--- src/sv/dism_pkg.sv ---
`timescale 1ns / 1ps

package dism_pkg;

	// Request sector field and how many of its bits take part in the lookup
	localparam int SECTOR_NUMBER_BITS = 16;
	localparam int SecWidth = 16;

	// Register and result widths
	localparam int CfgWidth   = 32;
	localparam int SizeWidth  = 16;
	localparam int OffWidth   = 26;
	localparam int XferWidth  = 10;
	localparam int TotalWidth = 29;
	localparam int AddrWidth  = 2;
	// Wide enough to hold any header byte count without wrap
	localparam int ByteWidth  = 36;

	localparam int HdrBytes   = 16;
	localparam int BootBytes  = 3 * 128;

	// Well-known data sizes used when the header geometry does not fit the file
	localparam logic [CfgWidth-1:0] SizeEnhanced = CfgWidth'(128 * 1040);
	localparam logic [CfgWidth-1:0] SizeSingle   = CfgWidth'(128 * 720);
	localparam logic [CfgWidth-1:0] SizeDouble   = CfgWidth'(256 * 720 - 3 * 128);
	localparam logic [CfgWidth-1:0] SizeDblFull  = CfgWidth'(256 * 720);

	typedef enum logic [AddrWidth-1:0] {
		REG_PARAGRAPHS,
		REG_SECTOR_SIZE,
		REG_FILE_SIZE,
		REG_PROTECT
	} reg_idx_t;

	typedef enum logic [1:0] {
		ST_OK,
		ST_RANGE,
		ST_PROT,
		ST_BAD
	} status_t;

	// Sector pitch in the file
	typedef enum logic [1:0] {
		PITCH_128,
		PITCH_256,
		PITCH_512
	} pitch_t;

	// Disk geometry derived from the header registers
	typedef struct packed {
		logic                  bad;
		logic                  protect;
		logic                  size512;
		logic [XferWidth-1:0]  xfer;
		pitch_t                pitch;
		logic                  broken;
		logic [TotalWidth-1:0] total;
	} geo_t;

endpackage

--- src/sv/dism_cfg.sv ---
`timescale 1ns / 1ps

module dism_cfg (
	input  logic                          clk,
	input  logic                          arst_n,
	input  logic                          we,
	input  logic [dism_pkg::AddrWidth-1:0] addr,
	input  logic [dism_pkg::CfgWidth-1:0]  wdata,
	output dism_pkg::geo_t                geo_q
);
	import dism_pkg::*;

	logic [CfgWidth-1:0]  paragraphs_q;
	logic [SizeWidth-1:0] sector_size_q;
	logic [CfgWidth-1:0]  file_size_q;
	logic                 protect_q;

	logic                  ssz128, ssz256, ssz512;
	logic [CfgWidth-1:0]   data;
	logic [CfgWidth-1:0]   tail_units;
	logic [ByteWidth-1:0]  data_w;
	logic [ByteWidth-1:0]  ns_bytes;
	logic [ByteWidth-1:0]  expected;
	logic [TotalWidth-1:0] cnt;
	pitch_t                pitch;
	logic                  broken;
	geo_t                  geo_d;

	// Register file
	always_ff @(posedge clk or negedge arst_n) begin
		if (!arst_n) begin
			paragraphs_q  <= '0;
			sector_size_q <= SizeWidth'(128);
			file_size_q   <= '0;
			protect_q     <= 1'b0;
		end else if (we) begin
			case (reg_idx_t'(addr))
				REG_PARAGRAPHS:  paragraphs_q  <= wdata;
				REG_SECTOR_SIZE: sector_size_q <= wdata[SizeWidth-1:0];
				REG_FILE_SIZE:   file_size_q   <= wdata;
				REG_PROTECT:     protect_q     <= wdata[0];
				default:         protect_q     <= protect_q;
			endcase
		end
	end

	assign ssz128     = (sector_size_q == SizeWidth'(128));
	assign ssz256     = (sector_size_q == SizeWidth'(256));
	assign ssz512     = (sector_size_q == SizeWidth'(512));
	assign data       = file_size_q - CfgWidth'(HdrBytes);
	assign data_w     = ByteWidth'(data);
	assign tail_units = paragraphs_q - CfgWidth'(3 * 8);
	assign ns_bytes   = {paragraphs_q[CfgWidth-1:4], 8'b0};

	// Geometry from the header, then the fallbacks keyed on the data size
	always_comb begin
		if (ssz256 && paragraphs_q > CfgWidth'(3 * 8)) begin
			cnt      = TotalWidth'(tail_units[CfgWidth-1:4]) + TotalWidth'(3);
			expected = {tail_units[CfgWidth-1:4], 8'b0} + ByteWidth'(BootBytes);
			pitch    = PITCH_256;
		end else if (ssz512) begin
			cnt      = TotalWidth'(paragraphs_q[CfgWidth-1:5]);
			expected = {paragraphs_q[CfgWidth-1:5], 9'b0};
			pitch    = PITCH_512;
		end else begin
			cnt      = paragraphs_q[CfgWidth-1:3];
			expected = {paragraphs_q[CfgWidth-1:3], 7'b0};
			pitch    = PITCH_128;
		end
		broken = 1'b0;
		if (expected != data_w) begin
			if (data_w == ns_bytes) begin
				cnt    = TotalWidth'(paragraphs_q[CfgWidth-1:4]);
				pitch  = PITCH_256;
				broken = 1'b1;
			end else if (data == SizeEnhanced) begin
				cnt   = TotalWidth'(1040);
				pitch = PITCH_128;
			end else if (data == SizeSingle) begin
				cnt   = TotalWidth'(720);
				pitch = PITCH_128;
			end else if (data == SizeDouble) begin
				cnt   = TotalWidth'(720);
				pitch = PITCH_256;
			end else if (data == SizeDblFull) begin
				cnt    = TotalWidth'(720);
				pitch  = PITCH_256;
				broken = 1'b1;
			end
		end

		geo_d.bad     = (file_size_q < CfgWidth'(HdrBytes)) || (data[6:0] != 7'd0) ||
			(paragraphs_q[2:0] != 3'd0) || !(ssz128 || ssz256 || ssz512);
		geo_d.protect = protect_q;
		geo_d.size512 = ssz512;
		geo_d.xfer    = sector_size_q[XferWidth-1:0];
		geo_d.pitch   = pitch;
		geo_d.broken  = broken;
		geo_d.total   = cnt;
	end

	// Geometry is held in flops, loaded from the header registers after a register write
	always_ff @(posedge clk) begin
		geo_q <= geo_d;
	end

endmodule

--- src/sv/dism_map.sv ---
`timescale 1ns / 1ps

module dism_map (
	input  logic                           kind,
	input  logic [dism_pkg::SecWidth-1:0]  sector_number,
	input  dism_pkg::geo_t                 geo,
	output dism_pkg::status_t              status,
	output logic [dism_pkg::OffWidth-1:0]  byte_offset,
	output logic [dism_pkg::XferWidth-1:0] transfer_size,
	output logic [dism_pkg::TotalWidth-1:0] sector_total
);
	import dism_pkg::*;

	localparam int SecBits = (SECTOR_NUMBER_BITS < SecWidth) ? SECTOR_NUMBER_BITS : SecWidth;
	localparam logic [SecWidth-1:0] SecMask = SecWidth'((64'd1 << SecBits) - 64'd1);

	logic [SecWidth-1:0] sec, sec_m1, sec_m4;
	logic                first3, out_of_range;
	logic [OffWidth-1:0] off;

	// Sector scaled by the pitch
	function automatic logic [OffWidth-1:0] scale(input logic [SecWidth-1:0] v,
		input pitch_t p);
		logic [OffWidth-1:0] r;
		case (p)
			PITCH_128: r = OffWidth'({v, 7'b0});
			PITCH_256: r = OffWidth'({v, 8'b0});
			PITCH_512: r = OffWidth'({v, 9'b0});
			default:   r = '0;
		endcase
		return r;
	endfunction

	assign sec          = sector_number & SecMask;
	assign sec_m1       = sec - SecWidth'(1);
	assign sec_m4       = sec - SecWidth'(4);
	assign first3       = (sec <= SecWidth'(3));
	assign out_of_range = (sec == '0) || (TotalWidth'(sec) > geo.total);

	// Boot sectors are 128 bytes unless the layout is uniform
	always_comb begin
		if (geo.broken || geo.size512) begin
			off = scale(sec_m1, geo.pitch);
		end else if (first3) begin
			off = scale(sec_m1, PITCH_128);
		end else begin
			off = scale(sec_m4, geo.pitch) + OffWidth'(BootBytes);
		end
	end

	always_comb begin
		if (geo.bad) begin
			status        = ST_BAD;
			byte_offset   = '0;
			transfer_size = '0;
			sector_total  = '0;
		end else if (out_of_range) begin
			status        = ST_RANGE;
			byte_offset   = '0;
			transfer_size = '0;
			sector_total  = geo.total;
		end else begin
			status        = (kind && geo.protect) ? ST_PROT : ST_OK;
			byte_offset   = off + OffWidth'(HdrBytes);
			transfer_size = (!geo.size512 && first3) ? XferWidth'(128) : geo.xfer;
			sector_total  = geo.total;
		end
	end

endmodule

--- src/sv/disk_image_sector_mapper_core.sv ---
`timescale 1ns / 1ps

// channel   direction  handshake             word
// cfg       in         cfg_we                cfg_addr, cfg_wdata
// in        in         in_valid / in_ready   kind, sector_number
// out       out        out_valid / out_ready status, byte_offset, transfer_size, sector_total
//
// One request per cycle while in_ready is high; a taken request is held in the
// input register, mapped into the result register and leaves from there.
// Register writes reach the geometry flops through the header registers; in_ready is low
// while cfg_we is high. Reset loads the header registers with their defaults.
// A stalled result holds in the output register; in_ready drops only while cfg_we is
// high or when both stages are full and out_ready is low.

module disk_image_sector_mapper_core (
	input  logic                            clk,
	input  logic                            arst_n,
	input  logic                            cfg_we,
	input  logic [dism_pkg::AddrWidth-1:0]  cfg_addr,
	input  logic [dism_pkg::CfgWidth-1:0]   cfg_wdata,
	input  logic                            in_valid,
	output logic                            in_ready,
	input  logic                            kind,
	input  logic [dism_pkg::SecWidth-1:0]   sector_number,
	output logic                            out_valid,
	input  logic                            out_ready,
	output logic [1:0]                      status,
	output logic [dism_pkg::OffWidth-1:0]   byte_offset,
	output logic [dism_pkg::XferWidth-1:0]  transfer_size,
	output logic [dism_pkg::TotalWidth-1:0] sector_total
);
	import dism_pkg::*;

	geo_t                  geo_q;
	logic                  valid_s1, kind_s1;
	logic [SecWidth-1:0]   sector_s1;
	logic                  out_valid_q;
	logic                  advance, take;
	status_t               status_d;
	logic [OffWidth-1:0]   offset_d;
	logic [XferWidth-1:0]  xfer_d;
	logic [TotalWidth-1:0] total_d;
	logic [1:0]            status_q;
	logic [OffWidth-1:0]   offset_q;
	logic [XferWidth-1:0]  xfer_q;
	logic [TotalWidth-1:0] total_q;

	dism_cfg u_cfg (
		.clk   (clk),
		.arst_n(arst_n),
		.we    (cfg_we),
		.addr  (cfg_addr),
		.wdata (cfg_wdata),
		.geo_q (geo_q)
	);

	dism_map u_map (
		.kind         (kind_s1),
		.sector_number(sector_s1),
		.geo          (geo_q),
		.status       (status_d),
		.byte_offset  (offset_d),
		.transfer_size(xfer_d),
		.sector_total (total_d)
	);

	// Handshake
	assign advance  = valid_s1 && (!out_valid_q || out_ready);
	assign in_ready = !cfg_we && (!valid_s1 || !out_valid_q || out_ready);
	assign take     = in_valid && in_ready;

	// Input register
	always_ff @(posedge clk or negedge arst_n) begin
		if (!arst_n) begin
			valid_s1 <= 1'b0;
		end else if (take) begin
			valid_s1 <= 1'b1;
		end else if (advance) begin
			valid_s1 <= 1'b0;
		end
	end

	always_ff @(posedge clk) begin
		if (take) begin
			kind_s1   <= kind;
			sector_s1 <= sector_number;
		end
	end

	// Result register
	always_ff @(posedge clk or negedge arst_n) begin
		if (!arst_n) begin
			out_valid_q <= 1'b0;
		end else if (advance) begin
			out_valid_q <= 1'b1;
		end else if (out_ready) begin
			out_valid_q <= 1'b0;
		end
	end

	always_ff @(posedge clk) begin
		if (advance) begin
			status_q <= status_d;
			offset_q <= offset_d;
			xfer_q   <= xfer_d;
			total_q  <= total_d;
		end
	end

	assign out_valid     = out_valid_q;
	assign status        = status_q;
	assign byte_offset   = offset_q;
	assign transfer_size = xfer_q;
	assign sector_total  = total_q;

endmodule

--- config.mk ---
export PLATFORM = sky130hd
export DESIGN_NAME = disk_image_sector_mapper_core
export DESIGN_NICKNAME = d
export VERILOG_FILES = /design/src/sv/dism_pkg.sv /design/src/sv/dism_cfg.sv /design/src/sv/dism_map.sv /design/src/sv/disk_image_sector_mapper_core.sv
export SDC_FILE = /design/constraint.sdc
export NUM_CORES = 1
export LEC_CHECK = 0
export BUFFER_PORTS_ARGS = -buffer_cell sky130_fd_sc_hd__buf_2
export CAP_MARGIN = 20
export CORE_ASPECT_RATIO = 1.1
export CORE_MARGIN = 8
export CORE_UTILIZATION = 25
export DETAILED_ROUTE_END_ITERATION = 16
export PLACE_DENSITY = 0.48
export SLEW_MARGIN = 20
export SYNTH_ARGS = -nofsm -noshare
export SYNTH_HDL_FRONTEND = slang
export SYNTH_SLANG_ARGS = --single-unit
--- constraint.sdc ---
create_clock -name clk -period 4.71 [get_ports clk]
set_clock_uncertainty 0.1 [all_clocks]
set_input_delay 0.7065 -clock clk [delete_from_list [all_inputs] [get_ports clk]]
set_output_delay 0.7065 -clock clk [all_outputs]
set_load 0.02 [all_outputs]
## Word level (Yosys, flattened, before mapping)

Cells that the tools add are included.

| operators by class | value |
|---|---|
| $add $sub $neg | 8 |
| order comparisons | 4 |
| equality and inequality tests | 14 |
| multiplexer cells | 36 |
| reductions and logical operators | 34 |

Operator list:

| kind | number |
|---|---|
| $mux 29 | 8 |
| $pmux 25 s3 | 2 |
| $mux 26 | 4 |
| $eq 32x18->1 const B | 3 |
| $sub 32x5->32 const B | 2 |
| $add 36x9->36 const B | 1 |
| $eq 32x36->1 | 1 |
| $mux 36 | 1 |
| $ne 36x32->1 | 1 |
| $eq 32x17->1 const B | 1 |
| $gt 32x5->1 const B | 1 |
| $lt 32x5->1 const B | 1 |
| $add 28x2->29 const B | 1 |
| $gt 16x29->1 | 1 |
| $add 26x5->26 const B | 1 |
| $add 26x9->26 const B | 1 |
| $mux 2 | 10 |
| $eq 16x10->1 const B | 1 |
| $eq 16x8->1 const B | 1 |
| $eq 16x9->1 const B | 1 |
| $le 16x2->1 const B | 1 |
| $logic_not 16->1 | 1 |
| $sub 16x1->16 const B | 1 |
| $sub 16x3->16 const B | 1 |
| 15 further kinds | 49 |

| word-level totals | value |
|---|---|
| register bits after elaboration | 212 |
| output and inout port bits | 69 |
| word-level logic and storage cells | 117 |

## Logic depth before layout (Yosys ltp)

| depth | value |
|---|---|
| depth in word-level cells | 9 |
| depth in mapped cells | 19 |

## By module

Synthesis repeated with hierarchy kept, for this count alone.

| second synthesis, totals | value |
|---|---|
| cell total of the unflattened synthesis | 1,617 |
| area, all modules | 14,591.5 µm² |

By module, submodules not included:

| module | times used | cells an instance | area an instance (µm²) |
|---|---|---|---|
| dism_cfg | 1 | 1,036 | 8,994.9 |
| dism_map | 1 | 487 | 2,976.6 |
| disk_image_sector_mapper_core | 1 | 94 | 2,620.0 |

## Worst setup path before layout

Ideal clock, no wire load.

| timing | value |
|---|---|
| kind | reg-to-reg |
| start | register u_cfg.paragraphs_q[4] |
| end | register, netlist name u_cfg.geo_q[13] |
| library setup time | 119 ps |
| data arrival time | 4,036 ps |
| data required time | 4,491 ps |
| slack | 454 ps |
| cell stages (with the launch flop) | 17 |
| path through | dfrtp_1 -> ha_1 -> clkbuf_1 -> or4bb_1 -> a21oi_1 -> o221ai_1 -> nor4_2 -> a21boi_0 -> o31ai_1 -> xnor2_1 -> nor3_1 -> or3_1 -> and4_1 -> buf_4 -> a21oi_4 -> buf_2 -> o21ai_1 |

| on the way | value |
|---|---|
| longest elaborated chain between the ends | 9 |

RTL lines:

| item | RTL line | text |
|---|---|---|
| from (decl) | dism_cfg.sv:13 | `logic [CfgWidth-1:0] paragraphs_q;` |
| from (signal assigned) | dism_cfg.sv:38 | `REG_PARAGRAPHS: paragraphs_q <= wdata;` |
| $sub 32x5->32 or $gt 32x5->1 (tied branches) | dism_cfg.sv:52, dism_cfg.sv:57 |  |
| $add 28x2->29 or $logic_and 1x1->1 (tied branches) | dism_cfg.sv:58, dism_cfg.sv:57 |  |
| $mux 29 | dism_cfg.sv:57 | `if (ssz256 && paragraphs_q > CfgWidth'(3 * 8)) begin` |
| $mux 29 | dism_cfg.sv:85 | `end else if (data == SizeDblFull) begin` |
| $mux 29 | dism_cfg.sv:82 | `end else if (data == SizeDouble) begin` |
| $mux 29 | dism_cfg.sv:79 | `end else if (data == SizeSingle) begin` |
| $mux 29 | dism_cfg.sv:76 | `end else if (data == SizeEnhanced) begin` |
| $mux 29 | dism_cfg.sv:72 | `if (data_w == ns_bytes) begin` |
| $mux 29 * | dism_cfg.sv:71 | `if (expected != data_w) begin` |
| via u_cfg.cnt[13] | dism_cfg.sv:24 | `logic [TotalWidth-1:0] cnt;` |

Mark *: on every way through the listed nets, which the timed path passes. The rest lies on a longest branch.
A chain may end at the register's enable or synchronous reset.

## Worst setup path in the final report

| timing | value |
|---|---|
| start | register u_cfg.paragraphs_q[3] |
| end | register, netlist name u_cfg.geo_q[26] |

| on the way | value |
|---|---|
| longest elaborated chain between the ends | 9 |

RTL lines:

| item | RTL line |
|---|---|
| $sub 32x5->32 or $gt 32x5->1 (tied branches) | dism_cfg.sv:52, dism_cfg.sv:57 |
| $add 28x2->29 or $logic_and 1x1->1 (tied branches) | dism_cfg.sv:58, dism_cfg.sv:57 |
| $mux 29 | dism_cfg.sv:57 |
| $mux 29 | dism_cfg.sv:85 |
| $mux 29 | dism_cfg.sv:82 |
| $mux 29 | dism_cfg.sv:79 |
| $mux 29 | dism_cfg.sv:76 |
| $mux 29 | dism_cfg.sv:72 |
| $mux 29 * | dism_cfg.sv:71 |
| via u_cfg.cnt[26] | dism_cfg.sv:24 |

Marks and branches as above.

==> out/metrics.cfg <==
[yosys]
yosysTopAreaCellShare_pct = 16.6
yosys.area_share.simple_pct = 22.6
synth_compound_area_share_pct = 16.1
synth_warnings = 0
synth_top_cell_by_area = edfxtp_1
ys_seq_area_share_pct = 37.7
synth_area_per_cell_sq_um = 8.95
synth_top_family_by_area = simple AND/OR/NAND/NOR gates
synth_cells = 1577
syn_area_sq_um = 14100
synth_flop_cell = dfrtp_1
yosysMostFrequentCell = nor2_1
synth_seq_cells = 206
synthAdderAreaFrac_pct = 2.13
synth_cell_types = 93
synth-edff-count = 78
synth_area_leaders = edfxtp_1 17%, dfrtp_1 15%, mux2_2 6.5%
synthTopCellsByCount = 155 x nor2_1, 130 x nand2_1, 93 x o21ai_0
synth-async-reset-ratio_pct = 40.3
synthMuxAreaShare_pct = 7.60
synth_xor_area_share_pct = 9.34

[layout]
fin_nets = 1800
drive_gt1_share_pct = 22.9
area_delta_synth_final_pct = 19.6
seq_area_sq_um = 5320
multiInputGateArea_sq_um = 8230
fill_cells = 5846

[global_routing]
grt_pass1_vias = 12639
gr-total-overflow = 0
antenna_found_initial = 4
grt_pass1_wl_um = 73700
grt_start_max_net_pins = 62
grt_usage_pct = 14.2

[timing]
setup_tns_ns = 0
setup_viol = 0
tightest_slew_ns = 1.04
fin_crit_ns = 4.45
slew_headroom_pct = 30.7
rsz0062_at_grt = false
drv_slew = 0
fmax_mhz = 225
hold_violations = 0
holdWs_ns = 0.0846
setup_ws_ns = 0.263
finalCritPeriodShare_pct = 94.4

[placed_design]
gp_congestion = 0.891
dp_worst_setup_slack_ns = 0.234
portBuffers = 118
dp_hpwl_um = 37000

[power_and_ir_drop]
vdd_drop_max_mv = 0.240
p_sw_mw = 2.07
p_seq_share_pct = 39.0
power.density_nw_per_um2 = 359
comb_power_share_pct = 29.9
leakagePower_nw = 6.27
power.internal_mw = 3.98
pwr-share-clk_pct = 31.2
power.share.switching_pct = 34.2

[detailed_routing]
firstDrtPassIters = 5
drt_iter0_drc = 902
ant_nets = 0
wl_per_cell_um = 18.9
routed_wl_um = 47000
drc = 0
vias = 12452
vias_per_cell = 5.01

[clock_tree]
cts_sinks = 206
holdBufCountCts = 0
cts_tree = done
htree_levels = 1
cts_root_buf = clkbuf_16
clk_path_buf_depth = 3
cts_buffers = 25
clk_latency_ns = 0.55
clkSlewWorstSetupHoldPaths_ns = 0.06

[setup_path]
required_ns = 5.06
crit_arrival_ns = 4.79
path_max_fanout = 5
path_class = register to register
cp-end-kind = register
startpoint_type = register

[floorplan]
die_w_um = 243
initial_core_util_pct = 25.3
rows = 91
die_area_sq_um = 64300
core-area_sq_um = 55900
die_h_um = 265
pin_count = 125

[outcome]
status = finished, final reports clean

[job]
maxCapViolations = 0

[hold_path]
worstHoldPathType = input port to asynchronous set/reset pin

-- cell families after synthesis --
group / after synthesis
other: 1
XOR/XNOR: 149
flip-flops: 206
multiplexers: 97
adder cells (fa/ha/maj): 24
AO/OA/AOI/OAI: 347
AND/OR/NAND/NOR: 600
buffers and inverters: 153
-- metal layers --
layer | vias to the layer above | track usage [%] | part of all wire, %
met2 | 318 | 24.9 | 49
met4 | 4 | 5.36 | 3.4
met3 | 85 | 2.10 | 4.8
met1 | 5999 | 17.4 | 42
met5 | - | 0 | 0.057
li1 | 6046 | - | -
-- layout make-up --
class,count,share of cell area [%]
clock inverter,11,0.489
antenna,1,0.0148
timing repair buffer,226,8.46
inverter,38,0.845
sequential,206,31.5
clock buffer,35,4.41
multi-input combinational,1223,48.7
tap,744,5.51
-- through the flow --
stage,cells,util (%),power [mW],instance area [sq um]
final,2484,30.2,6.05,16900
after detailed placement,2434,28.6,4.19,16000
after global routing,2483,30.2,6.43,16900
after CTS,2480,30.1,6.13,16800
after floorplan,1582,-,3.55,14100
after global placement,2434,28.6,4.17,16000
-- power by group through the flow --
stage,Combinational [mW],Sequential [mW],Clock [mW]
floorplan,1.27,2.28,0
global placement,1.78,2.39,0
detailed placement,1.79,2.40,0
CTS,1.80,2.36,1.97
global route,1.99,2.40,2.04
finish,1.81,2.36,1.89
-- cells in the final DEF (no fill, tap or decap), types with 18 or more instances in the layout --
cell type,Yosys,layout
ha_1,24,24
inv_1,38,38
xnor2_1,85,84
buf_4,9,107
nor2b_1,23,23
nand2_1,130,130
dfxtp_1,45,45
nand4_1,21,21
mux2_2,81,81
o221ai_1,19,18
nor4_1,34,34
dfrtp_1,82,80
edfxtp_1,78,78
nand2b_1,18,18
nand3_1,34,34
buf_2,10,117
xor2_1,63,63
nor3_1,56,55
a21oi_1,80,80
o21ai_0,93,93
clkbuf_16,0,26
nor2_1,155,153
-- critical path, stage by stage (launching register included) --
cell	delay, ns
dfrtp_1	0.42
ha_1	0.29
or4bb_1	0.53
a21oi_1	0.30
o221ai_2	0.20
buf_4	0.18
or2_2	0.33
a211o_1	0.29
a22oi_2	0.18
or3b_1	0.36
o311a_1	0.16
nor4_4	0.33
a32oi_2	0.26
buf_4	0.22
a211oi_1	0.17
-- flip-flops by register name, summed over array words and instances, names as in the netlist --
register	cells
kind_s1	1
byte_offset	20
valid_s1	1
status	2
u_cfg.geo_q	45
u_cfg.file_size_q	32
transfer_size	10
sector_total	29
u_cfg.sector_size_q	16
u_cfg.protect_q	1
sector_s1	16
u_cfg.paragraphs_q	32
out_valid	1
-- path summary, 6_finish.rpt --
| path | start | to | slack, ns | cells past startpoint |
|---|---|---|---|---|
| setup reg to reg | u_cfg.paragraphs_q[3] | u_cfg.geo_q[26] | 0.26 | 14 |
| hold reg to reg | u_cfg.sector_size_q[5] | u_cfg.geo_q[37] | 0.29 | 0 |
| setup / recovery | u_cfg.paragraphs_q[3] | u_cfg.geo_q[26] | 0.26 | 14 |
| hold / removal | arst_n | u_cfg.file_size_q[28] | 0.08 | 1 |
| min in group clk | sector_number[0] | sector_s1[0] | 0.23 | 1 |
| max in group asynchronous | arst_n | u_cfg.paragraphs_q[5] | 3.49 | 2 |
-- timing repair --
| item | in CTS | in global routing |
|---|---|---|
| buffers inserted | 0 | 3 |
| resized for setup | 0 | 9 |
| setup endpoints to repair | 0 | 24 |
Power figures use the tool's default switching activity.
